**src/hw/rtl/deque_with_insert_core_macros.svh**
```systemverilog
// ----------------------------------------------------------------------------
// Deque core assertion macros
// Shared concurrent assertion forms, clocked on clk and disabled in reset.
// ----------------------------------------------------------------------------
`ifndef DEQUE_WITH_INSERT_CORE_MACROS_SVH
`define DEQUE_WITH_INSERT_CORE_MACROS_SVH

// Same-cycle implication.
`define DWI_ASSERT_IMP(lbl, ante, cons, msg) \
  lbl: assert property (@(posedge clk) disable iff (!rst_n) (ante) |-> (cons)) \
    else $error(msg);

// Next-cycle implication.
`define DWI_ASSERT_NXT(lbl, ante, cons, msg) \
  lbl: assert property (@(posedge clk) disable iff (!rst_n) (ante) |=> (cons)) \
    else $error(msg);

`endif

```
**src/hw/rtl/dwi_pkg.sv**
```systemverilog
// ----------------------------------------------------------------------------
// Deque core package
// Field widths, command and status codes, and transaction payload types.
// ----------------------------------------------------------------------------
package dwi_pkg;

  localparam int DEPTH_DEF      = 16;
  localparam int DATA_WIDTH_DEF = 32;

  localparam int CMD_W    = 4;
  localparam int VALUE_W  = 32;
  localparam int POS_W    = 5;
  localparam int DATA_W   = 32;
  localparam int STATUS_W = 2;
  localparam int LEN_W    = 5;

  localparam logic [CMD_W-1:0] CMD_PUSH_FRONT = 4'd0;
  localparam logic [CMD_W-1:0] CMD_PUSH_BACK  = 4'd1;
  localparam logic [CMD_W-1:0] CMD_POP_FRONT  = 4'd2;
  localparam logic [CMD_W-1:0] CMD_POP_BACK   = 4'd3;
  localparam logic [CMD_W-1:0] CMD_INSERT     = 4'd4;
  localparam logic [CMD_W-1:0] CMD_READ_IDX   = 4'd5;
  localparam logic [CMD_W-1:0] CMD_WRITE_IDX  = 4'd6;
  localparam logic [CMD_W-1:0] CMD_FILL       = 4'd7;
  localparam logic [CMD_W-1:0] CMD_PEEK_FRONT = 4'd8;
  localparam logic [CMD_W-1:0] CMD_PEEK_BACK  = 4'd9;

  localparam logic [STATUS_W-1:0] ST_OK     = 2'd0;
  localparam logic [STATUS_W-1:0] ST_EMPTY  = 2'd1;
  localparam logic [STATUS_W-1:0] ST_FULL   = 2'd2;
  localparam logic [STATUS_W-1:0] ST_BADPOS = 2'd3;

  typedef struct packed {
    logic [CMD_W-1:0]   command;
    logic [VALUE_W-1:0] value;
    logic [POS_W-1:0]   position;
  } in_item_t;

  typedef struct packed {
    logic [DATA_W-1:0]   data;
    logic [STATUS_W-1:0] status;
    logic [LEN_W-1:0]    length;
  } out_item_t;

endpackage

```
**src/hw/rtl/dwi_ram.sv**
```systemverilog
// ----------------------------------------------------------------------------
// Generic simple dual-port RAM
// One write port and one read port with registered read data.
// ----------------------------------------------------------------------------
module dwi_ram #(
  parameter int WIDTH = 32,
  parameter int DEPTH = 16
) (
  input  logic                     clk,
  input  logic                     we,
  input  logic [$clog2(DEPTH)-1:0] waddr,
  input  logic [WIDTH-1:0]         wdata,
  input  logic                     re,
  input  logic [$clog2(DEPTH)-1:0] raddr,
  output logic [WIDTH-1:0]         rdata
);

  logic [WIDTH-1:0] mem [DEPTH];

  always_ff @(posedge clk) begin
    if (we) begin
      mem[waddr] <= wdata;
    end
    if (re) begin
      rdata <= mem[raddr];
    end
  end

endmodule

```
**src/hw/rtl/deque_with_insert_core.sv**
```systemverilog
// ----------------------------------------------------------------------------
// Double-ended queue with positional insert
// Circular store of DEPTH entries driven by a small command sequencer.
// ----------------------------------------------------------------------------
// Usage: one command enters on the in_ channel (valid/ready) and exactly one
// result leaves on the out_ channel with data, status and the new length.
// The block takes one command at a time; in_ready is high only while the
// sequencer is idle. Push, write, refused and unknown commands pass straight
// to the result; pop, peek and read index first read the entry RAM; insert
// at the back writes at once, any other insert shifts the entries from the
// position back one slot each, from the back, then writes the value; fill
// writes the value into every live entry. Insert and fill are bound by the
// single write port of the entry RAM: insert moves one entry per cycle
// toward the back, fill writes one entry per cycle. The result sits in an
// output register, so the next command is accepted while it waits. If the
// receiver stalls and a second result is ready, the sequencer holds it and
// does not take a new command until the register frees. Reset (rst_n low,
// synchronous) empties the queue and head goes to 0; the entry RAM is not
// cleared, as only written entries are ever read.
// ----------------------------------------------------------------------------
`include "deque_with_insert_core_macros.svh"

module deque_with_insert_core #(
  parameter int DEPTH      = dwi_pkg::DEPTH_DEF,
  parameter int DATA_WIDTH = dwi_pkg::DATA_WIDTH_DEF
) (
  input  logic               clk,
  input  logic               rst_n,
  input  logic               in_valid,
  output logic               in_ready,
  input  dwi_pkg::in_item_t  in_data,
  output logic               out_valid,
  input  logic               out_ready,
  output dwi_pkg::out_item_t out_data
);

  import dwi_pkg::*;

  localparam int AW    = $clog2(DEPTH);
  localparam int CNT_W = $clog2(DEPTH + 1);
  localparam int CMP_W = (CNT_W > POS_W) ? CNT_W : POS_W;

  typedef enum logic [5:0] {
    S_IDLE  = 6'b000001,
    S_READ  = 6'b000010,
    S_SHIFT = 6'b000100,
    S_INS   = 6'b001000,
    S_FILL  = 6'b010000,
    S_DONE  = 6'b100000
  } state_t;

  state_t              state_r, state_nxt;
  logic [AW-1:0]       head_r, head_nxt;
  logic [CNT_W-1:0]    count_r, count_nxt;
  logic [AW-1:0]       wptr_r, wptr_nxt;
  logic [AW-1:0]       rptr_r, rptr_nxt;
  logic [CNT_W-1:0]    rem_r, rem_nxt;
  logic [DATA_WIDTH-1:0] val_r, val_nxt;
  logic [DATA_W-1:0]   res_data_r, res_data_nxt;
  logic [STATUS_W-1:0] res_status_r, res_status_nxt;
  logic [LEN_W-1:0]    res_len_r, res_len_nxt;
  logic                out_valid_r, out_valid_nxt;
  out_item_t           out_q_r, out_q_nxt;

  logic                  ram_we, ram_re;
  logic [AW-1:0]         ram_waddr, ram_raddr;
  logic [DATA_WIDTH-1:0] ram_wdata, ram_rdata;

  logic [DATA_WIDTH-1:0] val_w;
  logic [CNT_W-1:0]      off;
  logic [AW-1:0]         slot;
  logic [CMP_W-1:0]      pos_x, cnt_x;
  logic                  full, empty, accept;

  function automatic logic [AW-1:0] ptr_inc(input logic [AW-1:0] p);
    return (p == AW'(DEPTH - 1)) ? '0 : p + AW'(1);
  endfunction

  function automatic logic [AW-1:0] ptr_dec(input logic [AW-1:0] p);
    return (p == '0) ? AW'(DEPTH - 1) : p - AW'(1);
  endfunction

  // Both operands stay below DEPTH + 1, so one subtract folds the sum back.
  function automatic logic [AW-1:0] wrap_add(input logic [AW-1:0] h,
                                             input logic [CNT_W-1:0] o);
    logic [CNT_W:0] s;
    s = (CNT_W + 1)'(h) + (CNT_W + 1)'(o);
    if (s >= (CNT_W + 1)'(DEPTH)) begin
      s = s - (CNT_W + 1)'(DEPTH);
    end
    return AW'(s);
  endfunction

  dwi_ram #(
    .WIDTH (DATA_WIDTH),
    .DEPTH (DEPTH)
  ) u_store (
    .clk   (clk),
    .we    (ram_we),
    .waddr (ram_waddr),
    .wdata (ram_wdata),
    .re    (ram_re),
    .raddr (ram_raddr),
    .rdata (ram_rdata)
  );

  assign val_w     = DATA_WIDTH'(in_data.value);
  assign pos_x     = CMP_W'(in_data.position);
  assign cnt_x     = CMP_W'(count_r);
  assign full      = (count_r == CNT_W'(DEPTH));
  assign empty     = (count_r == '0);
  assign in_ready  = (state_r == S_IDLE);
  assign accept    = in_valid && in_ready;
  assign out_valid = out_valid_r;
  assign out_data  = out_q_r;

  // Logical offset of the slot the command touches first.
  always_comb begin
    unique case (in_data.command)
      CMD_PUSH_BACK, CMD_INSERT:    off = count_r;
      CMD_POP_BACK, CMD_PEEK_BACK:  off = count_r - CNT_W'(1);
      CMD_READ_IDX, CMD_WRITE_IDX:  off = CNT_W'(in_data.position);
      default:                      off = '0;
    endcase
  end

  assign slot = wrap_add(head_r, off);

  always_comb begin
    state_nxt      = state_r;
    head_nxt       = head_r;
    count_nxt      = count_r;
    wptr_nxt       = wptr_r;
    rptr_nxt       = rptr_r;
    rem_nxt        = rem_r;
    val_nxt        = val_r;
    res_data_nxt   = res_data_r;
    res_status_nxt = res_status_r;
    res_len_nxt    = res_len_r;
    out_q_nxt      = out_q_r;
    out_valid_nxt  = out_valid_r && !out_ready;
    ram_we         = 1'b0;
    ram_waddr      = wptr_r;
    ram_wdata      = val_r;
    ram_re         = 1'b0;
    ram_raddr      = rptr_r;

    unique case (state_r)
      S_IDLE: begin
        if (accept) begin
          val_nxt        = val_w;
          res_data_nxt   = '0;
          res_status_nxt = ST_OK;
          state_nxt      = S_DONE;
          unique case (in_data.command)
            CMD_PUSH_FRONT: begin
              if (full) begin
                res_status_nxt = ST_FULL;
              end else begin
                head_nxt  = ptr_dec(head_r);
                ram_we    = 1'b1;
                ram_waddr = ptr_dec(head_r);
                ram_wdata = val_w;
                count_nxt = count_r + CNT_W'(1);
              end
            end
            CMD_PUSH_BACK: begin
              if (full) begin
                res_status_nxt = ST_FULL;
              end else begin
                ram_we    = 1'b1;
                ram_waddr = slot;
                ram_wdata = val_w;
                count_nxt = count_r + CNT_W'(1);
              end
            end
            CMD_POP_FRONT, CMD_POP_BACK, CMD_PEEK_FRONT, CMD_PEEK_BACK: begin
              if (empty) begin
                res_status_nxt = ST_EMPTY;
              end else begin
                ram_re    = 1'b1;
                ram_raddr = slot;
                state_nxt = S_READ;
                if (in_data.command == CMD_POP_FRONT) begin
                  head_nxt = ptr_inc(head_r);
                end
                if (in_data.command == CMD_POP_FRONT ||
                    in_data.command == CMD_POP_BACK) begin
                  count_nxt = count_r - CNT_W'(1);
                end
              end
            end
            CMD_INSERT: begin
              if (pos_x > cnt_x) begin
                res_status_nxt = ST_BADPOS;
              end else if (full) begin
                res_status_nxt = ST_FULL;
              end else begin
                count_nxt = count_r + CNT_W'(1);
                if (pos_x == cnt_x) begin
                  ram_we    = 1'b1;
                  ram_waddr = slot;
                  ram_wdata = val_w;
                end else begin
                  // Start the walk at the back: read slot n-1, write it to slot n.
                  wptr_nxt  = slot;
                  rptr_nxt  = ptr_dec(slot);
                  ram_re    = 1'b1;
                  ram_raddr = ptr_dec(slot);
                  rem_nxt   = count_r - CNT_W'(in_data.position);
                  state_nxt = S_SHIFT;
                end
              end
            end
            CMD_READ_IDX: begin
              if (pos_x >= cnt_x) begin
                res_status_nxt = ST_BADPOS;
              end else begin
                ram_re    = 1'b1;
                ram_raddr = slot;
                state_nxt = S_READ;
              end
            end
            CMD_WRITE_IDX: begin
              if (pos_x >= cnt_x) begin
                res_status_nxt = ST_BADPOS;
              end else begin
                ram_we    = 1'b1;
                ram_waddr = slot;
                ram_wdata = val_w;
              end
            end
            CMD_FILL: begin
              if (!empty) begin
                wptr_nxt  = head_r;
                rem_nxt   = count_r;
                state_nxt = S_FILL;
              end
            end
            default: begin
            end
          endcase
          res_len_nxt = LEN_W'(count_nxt);
        end
      end
      S_READ: begin
        res_data_nxt = DATA_W'(ram_rdata);
        state_nxt    = S_DONE;
      end
      S_SHIFT: begin
        ram_we    = 1'b1;
        ram_waddr = wptr_r;
        ram_wdata = ram_rdata;
        wptr_nxt  = rptr_r;
        rem_nxt   = rem_r - CNT_W'(1);
        if (rem_r == CNT_W'(1)) begin
          state_nxt = S_INS;
        end else begin
          ram_re    = 1'b1;
          ram_raddr = ptr_dec(rptr_r);
          rptr_nxt  = ptr_dec(rptr_r);
        end
      end
      S_INS: begin
        ram_we    = 1'b1;
        ram_waddr = wptr_r;
        ram_wdata = val_r;
        state_nxt = S_DONE;
      end
      S_FILL: begin
        ram_we    = 1'b1;
        ram_waddr = wptr_r;
        ram_wdata = val_r;
        wptr_nxt  = ptr_inc(wptr_r);
        rem_nxt   = rem_r - CNT_W'(1);
        if (rem_r == CNT_W'(1)) begin
          state_nxt = S_DONE;
        end
      end
      S_DONE: begin
        if (!out_valid_r || out_ready) begin
          out_q_nxt.data   = res_data_r;
          out_q_nxt.status = res_status_r;
          out_q_nxt.length = res_len_r;
          out_valid_nxt    = 1'b1;
          state_nxt        = S_IDLE;
        end
      end
      default: begin
        state_nxt = S_IDLE;
      end
    endcase
  end

  always_ff @(posedge clk) begin
    if (!rst_n) begin
      state_r     <= S_IDLE;
      head_r      <= '0;
      count_r     <= '0;
      out_valid_r <= 1'b0;
    end else begin
      state_r     <= state_nxt;
      head_r      <= head_nxt;
      count_r     <= count_nxt;
      out_valid_r <= out_valid_nxt;
    end
  end

  always_ff @(posedge clk) begin
    wptr_r       <= wptr_nxt;
    rptr_r       <= rptr_nxt;
    rem_r        <= rem_nxt;
    val_r        <= val_nxt;
    res_data_r   <= res_data_nxt;
    res_status_r <= res_status_nxt;
    res_len_r    <= res_len_nxt;
    out_q_r      <= out_q_nxt;
  end

  `DWI_ASSERT_IMP(a_count_bound, 1'b1, count_r <= CNT_W'(DEPTH),
                  "live entry count exceeds capacity")
  `DWI_ASSERT_NXT(a_busy_after_accept, accept, !in_ready,
                  "sequencer accepted a transaction but stayed idle")
  `DWI_ASSERT_IMP(a_walk_nonzero, (state_r == S_SHIFT || state_r == S_FILL),
                  rem_r != '0, "entry walk running with no entries left")
  `DWI_ASSERT_IMP(a_shift_no_collide, (state_r == S_SHIFT && ram_re),
                  ram_waddr != ram_raddr, "insert shift reads the slot it writes")

endmodule
```
**config.mk**
```make
export PLATFORM = sky130hd
export DESIGN_NAME = deque_with_insert_core
export DESIGN_NICKNAME = d
export VERILOG_FILES = /design/src/hw/rtl/dwi_pkg.sv /design/src/hw/rtl/dwi_ram.sv /design/src/hw/rtl/deque_with_insert_core.sv
export VERILOG_INCLUDE_DIRS = /design/src /design/src/hw/rtl
export SDC_FILE = /design/constraint.sdc
export NUM_CORES = 1
export LEC_CHECK = 0
export BUFFER_PORTS_ARGS = -buffer_cell sky130_fd_sc_hd__buf_2
export CAP_MARGIN = 20
export CORE_ASPECT_RATIO = 0.8
export CORE_MARGIN = 2
export CORE_UTILIZATION = 62
export CTS_CLUSTER_DIAMETER = 40
export DETAILED_ROUTE_END_ITERATION = 10
export PLACE_DENSITY = 0.77
export SETUP_SLACK_MARGIN = 0.5
export SYNTH_ARGS = -nofsm -noshare
export SYNTH_HDL_FRONTEND = slang
export SYNTH_HIERARCHICAL = 1
export SYNTH_SLANG_ARGS = --single-unit
```
**constraint.sdc**
```tcl
create_clock -name clk -period 8.7 [get_ports clk]
set_input_delay 1.305 -clock clk [delete_from_list [all_inputs] [get_ports clk]]
set_output_delay 1.305 -clock clk [all_outputs]
set_load 0.05 [all_outputs]
```
**Word-level counts from Yosys, hierarchy flattened**

Memories as Yosys holds them, arrays and structs flattened. A register that Yosys moved wholly into a read port is not among the register bits.
Index checks and enable logic that the tools add are counted.

- Register bits after elaboration: 139
- RAM bits: 512
- Bits of input ports: 45
- Output and inout bits: 41
- Word-level logic and storage cells: 192
- Memories kept: 1

- $add $sub $neg: 11
- Order comparisons: 3
- Eq/ne operators: 33
- Multiplexer cells: 98
- Reductions and logical operators: 32

Memory list:

| name | words | width | rd ports | clocked after memory_dff | write ports | RTL line | RTL |
|---|---|---|---|---|---|---|---|
| u_store.mem | 16 | 32 | 1 | 1 | 1 | dwi_ram.sv:18 | `logic [WIDTH-1:0] mem [DEPTH];` |

Operators by type and width:

| operator | number |
|---|---|
| two-way mux 32 bit | 7 |
| case mux 32 bit (2 select lines) | 2 |
| two-way mux 4 bit | 31 |
| case mux 32 bit (3 select lines) | 1 |
| two-way mux 6 bit | 10 |
| two-way mux 5 bit | 9 |
| case mux 4 bit (2 select lines) | 4 |
| case mux 5 bit (3 select lines) | 2 |
| case mux 6 bit (5 select lines) | 1 |
| case mux 4 bit (3 select lines) | 2 |
| case mux 6 bit (4 select lines) | 1 |
| case mux 5 bit (2 select lines) | 2 |
| two-way mux 1 bit | 17 |
| == test 4 x 3 -> 1 bit (second input constant) | 4 |
| == test 4 bit (second input constant) | 4 |
| zero test 4 bit | 4 |
| case mux 4 bit (4 select lines) | 1 |
| subtractor 4 x 1 -> 4 bit (second input constant) | 4 |
| AND reduction 7 bit | 2 |
| inequality test 2 bit (second input constant) | 6 |
| inequality test 3 bit (second input constant) | 4 |
| OR reduction 2 bit | 6 |
| subtractor 5 x 1 -> 5 bit (second input constant) | 2 |
| adder 4 x 1 -> 4 bit (second input constant) | 2 |
| other kinds (35) | 49 |

**Logic depth before layout (Yosys ltp)**

Gate-level depths: netlist of run 1.

- Word-level depth: 14
- Mapped depth: 20
- Gate-level depth less buffers: 17

**Cells and area by module**

The synthesis of run 1 kept the hierarchy.

By module, submodules not included:

| module | times used | cells each | area each (um2) | seq. area each (um2) |
|---|---|---|---|---|
| dwi_ram | 1 | 838 | 20,155.6 | 16,335.7 |
| deque_with_insert_core | 1 | 703 | 7,542.2 | 4,013.8 |

**Least setup slack after synthesis of run 1**

OpenSTA, ideal clock, no wires.

- Path kind: input to register
- Start: in in_data[38] (netlist bit)
- End: mem u_store.mem[0][0], enable pin
- Arrival: 6,636 ps
- Required time: 8,239 ps
- Slack: 1,603 ps
- Stages: 16
- Cell sequence: clkbuf_1 clkinv_1 o31ai_1 a32oi_1 o22a_1 inv_1 ha_1 a21o_1 a21oi_1 xnor2_1 or3_1 a31oi_1 o22ai_1 a22o_1 or3b_2 nor3_1

- Cells in the longest elaborated chain, start to end: 12

RTL lines:

| element | RTL line | RTL |
|---|---|---|
| start, declared | deque_with_insert_core.sv:31 | `input dwi_pkg::in_item_t in_data,` |
| == test 4 x 3 -> 1 bit (tied with other cells) | deque_with_insert_core.sv:119, deque_with_insert_core.sv:155 |  |
| OR reduction 2 bit (on tied branches) | n/a |  |
| case mux 5 bit (3 select lines) | deque_with_insert_core.sv:119 | `unique case (in_data.command)` |
| adder 4 x 5 -> 6 bit | deque_with_insert_core.sv:87 | `s = (CNT_W + 1)'(h) + (CNT_W + 1)'(o);` |
| >= comparator 6 x 5 -> 1 bit or subtractor 4 x 1 -> 4 bit (tied branches) | deque_with_insert_core.sv:88, deque_with_insert_core.sv:89 |  |
| two-way mux 4 bit | deque_with_insert_core.sv:88 | `if (s >= (CNT_W + 1)'(DEPTH)) begin` |
| two-way mux 4 bit | deque_with_insert_core.sv:200 | `if (pos_x == cnt_x) begin` |
| two-way mux 4 bit | deque_with_insert_core.sv:196 | `end else if (full) begin` |
| two-way mux 4 bit | deque_with_insert_core.sv:194 | `if (pos_x > cnt_x) begin` |
| case mux 4 bit (4 select lines) (*) | deque_with_insert_core.sv:155 | `unique case (in_data.command)` |
| two-way mux 4 bit (*) | deque_with_insert_core.sv:150 | `if (accept) begin` |
| two-way mux 4 bit (*) | deque_with_insert_core.sv:148 | `unique case (state_r)` |
| net ram_waddr[3] | deque_with_insert_core.sv:66 | `logic [AW-1:0] ram_waddr, ram_raddr;` |
| end, declared | dwi_ram.sv:18 |  |

The timed path passes the listed nets; every way through them passes the cells marked *.

**Final worst setup path of run 1**

- Start: in in_data[39] (netlist bit)
- End: reg u_store.rdata[26] (read register of u_store.mem) (data pin)

- Cells in the longest elaborated chain, start to end: 14

RTL lines:

| element | RTL line | RTL |
|---|---|---|
| == test 4 x 3 -> 1 bit (tied with other cells) | deque_with_insert_core.sv:119 |  |
| OR reduction 2 bit (on tied branches) | n/a |  |
| case mux 5 bit (3 select lines) | deque_with_insert_core.sv:119 |  |
| adder 4 x 5 -> 6 bit | deque_with_insert_core.sv:87 |  |
| >= comparator 6 x 5 -> 1 bit or subtractor 4 x 1 -> 4 bit (tied branches) | deque_with_insert_core.sv:88, deque_with_insert_core.sv:89 |  |
| two-way mux 4 bit | deque_with_insert_core.sv:88 |  |
| subtractor 4 x 1 -> 4 bit or zero test 4 bit (tied branches) | deque_with_insert_core.sv:80 | `return (p == '0) ? AW'(DEPTH - 1) : p - AW'(1);` |
| two-way mux 4 bit | deque_with_insert_core.sv:80 |  |
| two-way mux 4 bit | deque_with_insert_core.sv:200 |  |
| two-way mux 4 bit | deque_with_insert_core.sv:196 |  |
| two-way mux 4 bit | deque_with_insert_core.sv:194 |  |
| case mux 4 bit (3 select lines) (*) | deque_with_insert_core.sv:155 |  |
| two-way mux 4 bit (*) | deque_with_insert_core.sv:150 |  |
| case mux 4 bit (2 select lines) (*) | deque_with_insert_core.sv:148 |  |
| net ram_raddr[1] | deque_with_insert_core.sv:66 |  |
| end, declared | dwi_ram.sv:15 | `output logic [WIDTH-1:0] rdata` |

Marked as above.
A chain may end at the register's enable or synchronous reset.

==> run_results.csv, run 1 <==
group,metric,value,unit
final_layout,nets,1718,
timing,slew_violations,0,
logic_synthesis,synth.most_common_cell,"edfxtp_1",
logic_synthesis,synth_commonest_cells,"edfxtp_1, mux4_2, nand2_1",
power_and_ir_drop,p_leak,10.4,nW
power_and_ir_drop,ir_drop,209,uV
placed_design,placed_cell_area,29000,um2
floorplan,die_area,46400,um2
grt,overflow,0,
grt,grt_pass1_vias,15400,
final_layout,synthToLayoutAreaGrowth,13.2,%
cts,cts_tree,"done",
logic_synthesis,synth-seq-cells,683,
cts,cts_buffers,70,
floorplan,die_w,240,um
logic_synthesis,synth.cell_area,27700,um2
logic_synthesis,synth_ff_type,"edfxtp_1",
setup_path,critPathCaptureType,"flip-flop",
logic_synthesis,syn_nets,1607,
cts,root_buffer,"clkbuf_16",
timing,hold_viol_final,0,
route,drtIter0Drc,1979,
floorplan,start_util,62.5,%
timing,rsz0062_at_grt,"no",
hold_path,holdCritPathClass,"reg -> reg",
logic_synthesis,synth-edff-count,667,
setup_path,rr_startpoint,"cnt_x[0]",
cts,clk_pin_slew,60,ps
cts,cts_resized,0,
setup_path,crit_fanout,75,
setup_path,arrival,6260,ps
logic_synthesis,syn_inst,1541,
grt,grt_pass1_wl,97800,um
final_layout,fillers,2654,
timing,worst_pin_slew,1160,ps
logic_synthesis,ys_top_cells_by_area,"edfxtp_1, mux4_2, a22oi_1, a222oi_1, dfxtp_1",
cts,cts_buffer_depth,3,
grt,antenna_found_initial,1,
logic_synthesis,post_synth_num_cell_types,76,
timing,fin_setup_tns,0,ps
timing,max_freq,0.169,GHz
route,wirelength,66300,um
setup_path,cp.required,9050,ps
logic_synthesis,yosysTopAreaCellShare,72.3,%
timing,setup_violations,0,
logic_synthesis,yosys.area.top_type,"edfxtp_1",
job,max-cap-violations,0,
setup_path,crit_path_max_incr_delay,720,ps
cts,clk_latency,630,ps
final_layout,drive_above_1_share,23.9,%
cts,clkSinkCount,683,
final_layout,final_area,31400,um2
route,drcViolationCount,0,
cts,cts.htree.levels,3,
route,wl_per_cell,28.7,um
setup_path,critPathLaunchType,"input port",
setup_path,path_cells,"buf_2 -> inv_1 -> nand2_1 -> o221ai_1 -> o21ai_0 -> o32ai_1 -> ha_1 -> inv_1 -> fa_1 -> mux2i_1 -> a211oi_1 -> o221ai_1 -> a311o_1 -> a211o_4 -> buf_4 -> mux4_2 -> a22oi_1 -> nand2_1",
floorplan,die_h,193,um
cts,cts_hold_buf,0,
logic_synthesis,syn_avg_cell_area,18.0,um2
setup_path,cp_slowest_cell,"a211o_4",
placed_design,port_buffers,85,
final_layout,multi_input_area,6900,um2
floorplan,core-area,44300,um2
floorplan,rows,69,
timing,finalClockSkew,21.9,ps
cts,post_cts_buffers,0,
setup_path,path_buf_inv,4,
logic_synthesis,yosysWarnings,6,
floorplan,io_pins,86,
setup_path,worstSetupPathType,"in -> reg",
timing,finalCriticalPeriod,5910,ps
logic_synthesis,ys_seq_area_share,73.5,%
timing,relSlewSlack,22.6,%
placed_design,hpwl,37100,um
power_and_ir_drop,power_density,238,nW/um2
placed_design,place.gp.congestion,0.930,
setup_path,crit_family,"compound AO/OA/AOI/OAI gates",
final_layout,regArea,20300,um2
setup_path,cp-startpoint,"in_data[39]",
grt,grtUsageTotal,29.5,%
route,viasPerCell,6.73,
timing,min_period_over_period,67.9,%
grt,grt_start_max_net_pins,88,
route,drt_pass1_iterations,6,
logic_synthesis,async_reset_ff_share,0,%
run_status,status,"finished clean",
hold_path,worstHoldStart,"res_data_r[31]",
route,via_count,15600,
route,ant_nets,0,
per-stage QoR:
stage	setup slack (ps)	utilization (%)	cells	hold WS [ps]	power, mW
floorplan	1600	-	1541	400	4.33
global placement	2160	65.3	2176	401	4.49
detailed placement	2240	65.4	2180	405	4.51
CTS	2860	70.7	2309	418	7.51
global route	2490	70.8	2312	423	7.69
finish	2790	70.8	2313	417	7.48
power breakdown:
part           internal, mW  switching, mW
Sequential             3.72         0.0272
Combinational         0.276          0.435
Clock                  1.73           1.29
final timing paths:
check,slack [ps],endpoint,depth (start not counted)
min,420,out_data[38],0
min reg2reg,420,out_data[38],0
max reg2reg,3060,u_store/mem[9][0],14
max,2790,u_store/rdata[26],18
layer usage:
layer	wire [um]	global-route usage, %
met1	26100	42.1
met2	31800	46.1
met3	6740	6.39
met4	1650	10.2
met5	0	0
logic make-up after synthesis:
group                      after synthesis  share of synthesized area [%]
buffers and inverters                  144                           2.27
xor gates and xnor gates                17                          0.538
DFF                                    683                           73.5
adders and majority gates               21                           1.00
AOI/OAI and AO/OA                      270                           7.11
muxes                                  138                           10.8
and+or+nand+nor                        268                           4.82
cell usage in the layout (no fill, tap or decap), types with 7 or more instances in the layout:
cell type / Yosys / final
clkinv_2: 0 / 11
o21ai_0: 47 / 45
o211ai_1: 13 / 13
dfxtp_1: 16 / 16
xor2_1: 8 / 8
inv_6: 0 / 7
nor2_4: 0 / 13
clkbuf_16: 0 / 70
nand3_1: 16 / 16
nor2_1: 58 / 45
a211oi_1: 7 / 7
and2_1: 37 / 37
nand2b_1: 8 / 8
and3_1: 9 / 7
edfxtp_1: 667 / 667
xnor2_1: 9 / 9
clkbuf_1: 43 / 11
a22oi_1: 68 / 68
buf_2: 11 / 85
buf_4: 10 / 29
a222oi_1: 33 / 33
inv_1: 58 / 57
mux4_2: 128 / 128
clkinv_1: 1 / 10
ha_1: 19 / 19
a31oi_1: 8 / 8
buf_12: 0 / 8
a21oi_1: 34 / 34
bufinv_16: 0 / 7
nor3_1: 20 / 16
nand2_1: 85 / 85
flip-flops by register name, summed over array words and instances, names as in the netlist, 5 cells and up:
register and flops:
res_len_r 5, u_store/mem 512, cnt_x 5, val_r 32, u_store/rdata 32, state_r 6, res_data_r 32, rem_r 5
out_data 39
final cells by class:
| type | instances | share of cell area, % |
|---|---|---|
| multi-input combinational | 714 | 22.0 |
| tap | 603 | 2.41 |
| clock buffer | 81 | 5.72 |
| inverter | 60 | 0.718 |
| antenna | 1 | 0.00798 |
| clock inverter | 48 | 1.68 |
| timing repair buffer | 123 | 2.60 |
| sequential | 683 | 64.9 |
Power figures use the tool's default switching activity.
==> inputs of run 2 (changes only) <==
- CORE_UTILIZATION: 62 -> 56
- PLACE_DENSITY: 0.77 -> 0.74
- clock period: 8.7 -> 5.1 ns (I/O delays scaled with it)
==> run 2 against run 1 <==
Compared with the run above: clock skew rose by 6.7 ps; hold slack got worse by 81 ps; worst setup slack got worse by 2100 ps; via count fell by 0.38%; largest cell class unchanged; count of clock-buffer cells in the layout rose by 1; global-route usage fell by 3.2 points; critical path type is now reg -> reg; clock power rose by 75%; critical path depth did not move; total power rose by 73%; final area rose by 2.4%.
==> run_results.csv, run 2 (same netlist as run 1, synthesis figures left out) <==
group,metric,value,unit
run_status,status,"finished clean",
setup_path,critPathCaptureType,"flip-flop",
cts,cts.htree.levels,3,
route,viasPerCell,6.51,
timing,finalClockSkew,28.7,ps
route,wl_per_cell,27.9,um
floorplan,die_h,203,um
setup_path,crit_path_max_incr_delay,480,ps
route,drcViolationCount,0,
floorplan,core-area,48600,um2
grt,antenna_found_initial,0,
route,via_count,15500,
hold_path,holdCritPathClass,"in -> reg",
power_and_ir_drop,power_density,403,nW/um2
timing,fin_setup_tns,0,ps
final_layout,drive_above_1_share,26.5,%
job,max-cap-violations,0,
grt,overflow,0,
grt,grt_pass1_vias,15400,
cts,root_buffer,"clkbuf_16",
placed_design,port_buffers,85,
cts,clk_latency,620,ps
timing,hold_viol_final,0,
timing,hold_slack,336,ps
final_layout,largest_register,"u_store/mem",
floorplan,die_area,51300,um2
final_layout,nets,1763,
timing,slew_violations,0,
timing,max_freq,0.227,GHz
setup_path,critPathLaunchType,"flip-flop",
cts,clkSinkCount,683,
floorplan,start_util,57.0,%
setup_path,worstSetupPathType,"reg -> reg",
final_layout,largest_reg_flops,512,
final_layout,final_common_cell,"edfxtp_1",
grt,grt_start_max_net_pins,52,
setup_path,crit_fanout,16,
final_layout,layout_common_cells,"edfxtp_1, mux4_2, buf_2, nand2_1, clkbuf_16",
setup_path,path_cells,"inv_1 -> ha_1 -> o31ai_2 -> a32oi_1 -> o22a_1 -> inv_1 -> ha_1 -> a21o_1 -> a21oi_2 -> xnor2_1 -> or3_1 -> a31oi_1 -> o22ai_1 -> a22o_1 -> or3b_4 -> nor3_4 -> buf_4 -> clkbuf_16",
route,wirelength,66400,um
final_layout,n_antenna_cell,0,
route,drt_pass1_iterations,7,
setup_path,cp.required,5390,ps
power_and_ir_drop,p_leak,10.8,nW
floorplan,io_pins,86,
cts,clk_pin_slew,60,ps
power_and_ir_drop,ir_drop,329,uV
setup_path,arrival,4700,ps
timing,finalCriticalPeriod,4410,ps
floorplan,die_w,253,um
final_layout,fillers,3118,
route,drtIter0Drc,2140,
placed_design,hpwl,35700,um
cts,cts_buffers,73,
floorplan,rows,72,
route,ant_nets,0,
setup_path,cp_slowest_cell,"or3b_4",
placed_design,place.gp.congestion,0.920,
timing,min_period_over_period,86.4,%
timing,relSlewSlack,29.8,%
timing,setup_violations,0,
final_layout,synthToLayoutAreaGrowth,16.0,%
grt,grt_pass1_wl,97600,um
cts,cts_tree,"done",
cts,cts_buffer_depth,3,
timing,worst_pin_slew,1050,ps
timing,rsz0062_at_grt,"yes",
grt,grtUsageTotal,26.3,%
==> run 2: changes by cell type in the layout (fill, tap and decap cells not counted), moves of 3 or more <==
cell       delta
buf_12       +19
buf_4        +19
clkbuf_16     +6
clkbuf_1      -4
inv_6         +4
nor3_2        -4
nor3_4        +4
buf_6         +3
==> run 2: path summary, 6_finish.rpt <==
kind	startpoint	endpoint	slack, ps	depth (start not counted)
max	cnt_x[1]	u_store/mem[0][9]	690	18
min	in_data[20]	val_r[15]	340	1
max reg2reg	cnt_x[1]	u_store/mem[0][9]	690	18
min reg2reg	res_data_r[20]	out_data[27]	400	0
==> run 2: worst max-delay path, delay by kind of cell (launching register included) <==
family / cells / cell delay (ps)
compound gates: 8 / 1350
simple gates: 3 / 1080
fa+ha+maj: 2 / 590
buf+inv: 4 / 540
flops: 1 / 420
xor+xnor: 1 / 90
==> run 2: stage by stage <==
| step | area (um2) | worst slack (ps) | instances | power [mW] | util (%) |
|---|---|---|---|---|---|
| 3_3_place_gp | 29600 | 306 | 2241 | 7.73 | 61.0 |
| 4_1_cts | 32000 | 577 | 2370 | 13.0 | 65.9 |
| 5_1_grt | 32100 | 467 | 2380 | 13.3 | 66.2 |
| 2_1_floorplan | 27900 | 449 | 1541 | 7.39 | - |
| 3_5_place_dp | 29600 | 186 | 2241 | 7.76 | 61.0 |
| 6_report | 32100 | 692 | 2380 | 13.0 | 66.2 |
==> run 2: area by class of cell <==
class / instances / area [um2] / share of cell area, %
Clock buffer: 82 / 1900 / 5.92
Clock inverter: 47 / 495 / 1.54
Inverter: 60 / 230 / 0.717
Multi-Input combinational cell: 714 / 6960 / 21.7
Sequential cell: 683 / 20400 / 63.4
Tap cell: 629 / 787 / 2.45
Timing Repair Buffer: 165 / 1400 / 4.35
==> run 2: where the power goes <==
part | internal, mW | total [mW] | leakage [nW] | switching, mW
clock network | 3.05 | 5.28 | 1.17 | 2.24
registers | 6.35 | 6.39 | 6.19 | 0.0377
logic | 0.522 | 1.28 | 3.40 | 0.759
==> run 2: what timing repair did <==
| item | 4_1_cts | 5_1_grt |
|---|---|---|
| hold buffers | 0 | 0 |
| cloned | 0 | 1 |
| setup buffers | 0 | 9 |
| resized for setup | 1 | 9 |
| setup endpoints to repair | 9 | 87 |
| pin swaps | 0 | 2 |
==> run 2: layer usage <==
| metal | track usage, % | part of all wire, % | vias up |
|---|---|---|---|
| met1 | 37.0 | 40 | 7949 |
| met4 | 8.18 | 2.7 | 0 |
| li1 | - | - | 6595 |
| met5 | 0 | 0 | - |
| met3 | 5.42 | 9.7 | 126 |
| met2 | 42.0 | 48 | 835 |
==> inputs of run 3 (changes only) <==
- CORE_MARGIN: 2 -> unset
- PLACE_DENSITY: 0.74 -> 0.76
==> run 3 against run 2 <==
Compared with the run above: flip-flop and latch count unchanged; sequential power about the same; highest routed layer unchanged; hold slack better by 3.6 ps; critical path depth fell by 3; first-iteration DRC count decreased by 7.9%; largest cell class unchanged; critical path type unchanged; non-clock buffer count is 4 higher; routed wire length down 0.26%; largest power group unchanged.
==> run_results.csv, run 3 (same netlist as run 1, synthesis figures left out) <==
group,metric,value,unit
final_layout,largest_reg_flops,512,
placed_design,hpwl,37600,um
cts,clk_pin_slew,60,ps
hold_path,worstHoldStart,"in_data[20]",
setup_path,crit_family,"compound AO/OA/AOI/OAI gates",
cts,clk_latency,620,ps
route,drtIter0Drc,1971,
placed_design,port_buffers,85,
floorplan,start_util,57.0,%
floorplan,rows,72,
final_layout,layout_common_cells,"edfxtp_1, mux4_2, buf_2, nand2_1, clkbuf_16",
timing,setup_violations,0,
hold_path,min_to,"val_r[15]",
power_and_ir_drop,power_density,400,nW/um2
final_layout,synthToLayoutAreaGrowth,15.9,%
power_and_ir_drop,p_leak,10.8,nW
grt,overflow,0,
hold_path,holdCritPathClass,"in -> reg",
power_and_ir_drop,clockPowerShare,40.4,%
route,drcViolationCount,0,
setup_path,r2r_slack,650,ps
final_layout,regArea,20300,um2
setup_path,r2r-end,"u_store/rdata[11]",
floorplan,io_pins,86,
final_layout,multi_input_area,6950,um2
cts,root_buffer,"clkbuf_16",
job,max-cap-violations,0,
power_and_ir_drop,p_switching,3.07,mW
setup_path,r2r.worst_path.cells,15,
timing,min_period_over_period,87.3,%
power_and_ir_drop,p_int,9.79,mW
timing,relSlewSlack,22.8,%
cts,cts_buffer_depth,3,
floorplan,die_area,50400,um2
timing,rsz0062_at_grt,"no",
final_layout,largest_register,"u_store/mem",
final_layout,drive_above_1_share,26.5,%
grt,antenna_found_initial,1,
run_status,status,"finished clean",
timing,finalCriticalPeriod,4450,ps
timing,hold_slack,340,ps
timing,finalClockSkew,19.8,ps
final_layout,fin_util,66.1,%
setup_path,critPathCaptureType,"flip-flop",
hold_path,hold_depth,1,
cts,clkSinkCount,683,
power_and_ir_drop,p_comb_share,9.9,%
grt,grt_start_max_net_pins,57,
floorplan,die_h,201,um
setup_path,arrival,4810,ps
grt,grt_pass1_wl,98600,um
timing,fin_setup_tns,0,ps
timing,hold_viol_final,0,
setup_path,cp.required,5460,ps
setup_path,path_buf_inv,2,
setup_path,crit_fanout,56,
final_layout,n_antenna_cell,0,
route,viasPerCell,6.50,
final_layout,stdcell_count,2392,
floorplan,core-area,48600,um2
power_and_ir_drop,ir_drop,332,uV
setup_path,crit_path_max_incr_delay,550,ps
cts,cts_buffers,75,
setup_path,cp_slowest_cell,"fa_1",
floorplan,die_w,251,um
grt,grt_pass1_vias,15400,
timing,slew_violations,0,
setup_path,worstSetupPathType,"reg -> reg",
power_and_ir_drop,seq_power_share,49.7,%
setup_path,rr_startpoint,"cnt_x[0]",
route,wl_per_cell,27.7,um
final_layout,fillers,3128,
cts,cts.htree.levels,3,
final_layout,nets,1769,
route,ant_nets,0,
final_layout,final_common_cell,"edfxtp_1",
power_and_ir_drop,switching_share,23.9,%
route,wirelength,66200,um
route,via_count,15500,
cts,post_cts_buffers,0,
cts,cts_hold_buf,0,
setup_path,path_cells,"inv_1 -> ha_1 -> o31ai_1 -> a32oi_1 -> o22a_1 -> fa_1 -> mux2i_1 -> a211oi_2 -> o221ai_1 -> a311o_1 -> a211o_4 -> buf_12 -> mux4_2 -> a22oi_1 -> nand2_1",
placed_design,place.gp.congestion,0.940,
placed_design,dp_cells,2255,
cts,cts_tree,"done",
setup_path,critPathLaunchType,"flip-flop",
grt,grtUsageTotal,26.9,%
timing,max_freq,0.225,GHz
timing,worst_pin_slew,1140,ps
route,drt_pass1_iterations,9,
run 3: how the worst max path moves through the flow:
stage / startpoint / end / cells past startpoint / slack, ps
finish: cnt_x[0] / u_store/rdata[11] / 15 / 650
global route: cnt_x[0] / u_store/rdata[6] / 15 / 540
CTS: cnt_x[0] / u_store/rdata[11] / 15 / 650
detailed placement: in_data[39] / u_store/rdata[11] / 18 / 230
global placement: in_data[37] / u_store/rdata[8] / 17 / 320
floorplan: in_data[39] / u_store/mem[0][0] / 16 / 450
run 3: final cells by class:
class | count | area share, %
Sequential cell | 683 | 63.4
Multi-Input combinational cell | 714 | 21.7
Clock buffer | 89 | 6.11
Timing Repair Buffer | 169 | 4.38
Tap cell | 629 | 2.45
Clock inverter | 48 | 1.29
Inverter | 60 | 0.717
run 3: power groups by stage:
| stage | Clock [mW] | Combinational, mW | Sequential [mW] |
|---|---|---|---|
| 5_1_grt | 5.48 | 1.37 | 6.39 |
| 4_1_cts | 5.27 | 1.28 | 6.39 |
| 3_3_place_gp | 0 | 1.23 | 6.50 |
| 2_1_floorplan | 0 | 0.871 | 6.52 |
| 3_5_place_dp | 0 | 1.27 | 6.50 |
| 6_report | 5.19 | 1.28 | 6.39 |
run 3: routing by layer:
layer / vias up / wire length (um) / track usage (%)
li1: 6601 / - / -
met1: 7958 / 27100 / 39.3
met2: 871 / 31400 / 41.6
met3: 113 / 6210 / 5.33
met4: 0 / 1490 / 7.84
met5: - / 0 / 0
run 3: worst reg2reg max path, cell delays in order (launching register included):
cell and delay, ps:
dfxtp_1 350, inv_1 80, ha_1 360, o31ai_1 280, a32oi_1 100, o22a_1 230
fa_1 550, mux2i_1 90, a211oi_2 240, o221ai_1 160, a311o_1 410, a211o_4 400
buf_12 220, mux4_2 390, a22oi_1 240, nand2_1 100
run 3: per-stage QoR:
step | worst slack, ps | instance area (um2) | total power, mW
after floorplan | 449 | 27900 | 7.39
after global placement | 321 | 29700 | 7.73
after detailed placement | 229 | 29700 | 7.77
after CTS | 653 | 32100 | 12.9
after global routing | 538 | 32100 | 13.2
final | 649 | 32100 | 12.9
run 3: repair_timing:
action                                  4_1_cts  5_1_grt
gates resized for setup                       0        1
endpoints found under the hold margin         0        0
endpoints found under the setup margin        0        2
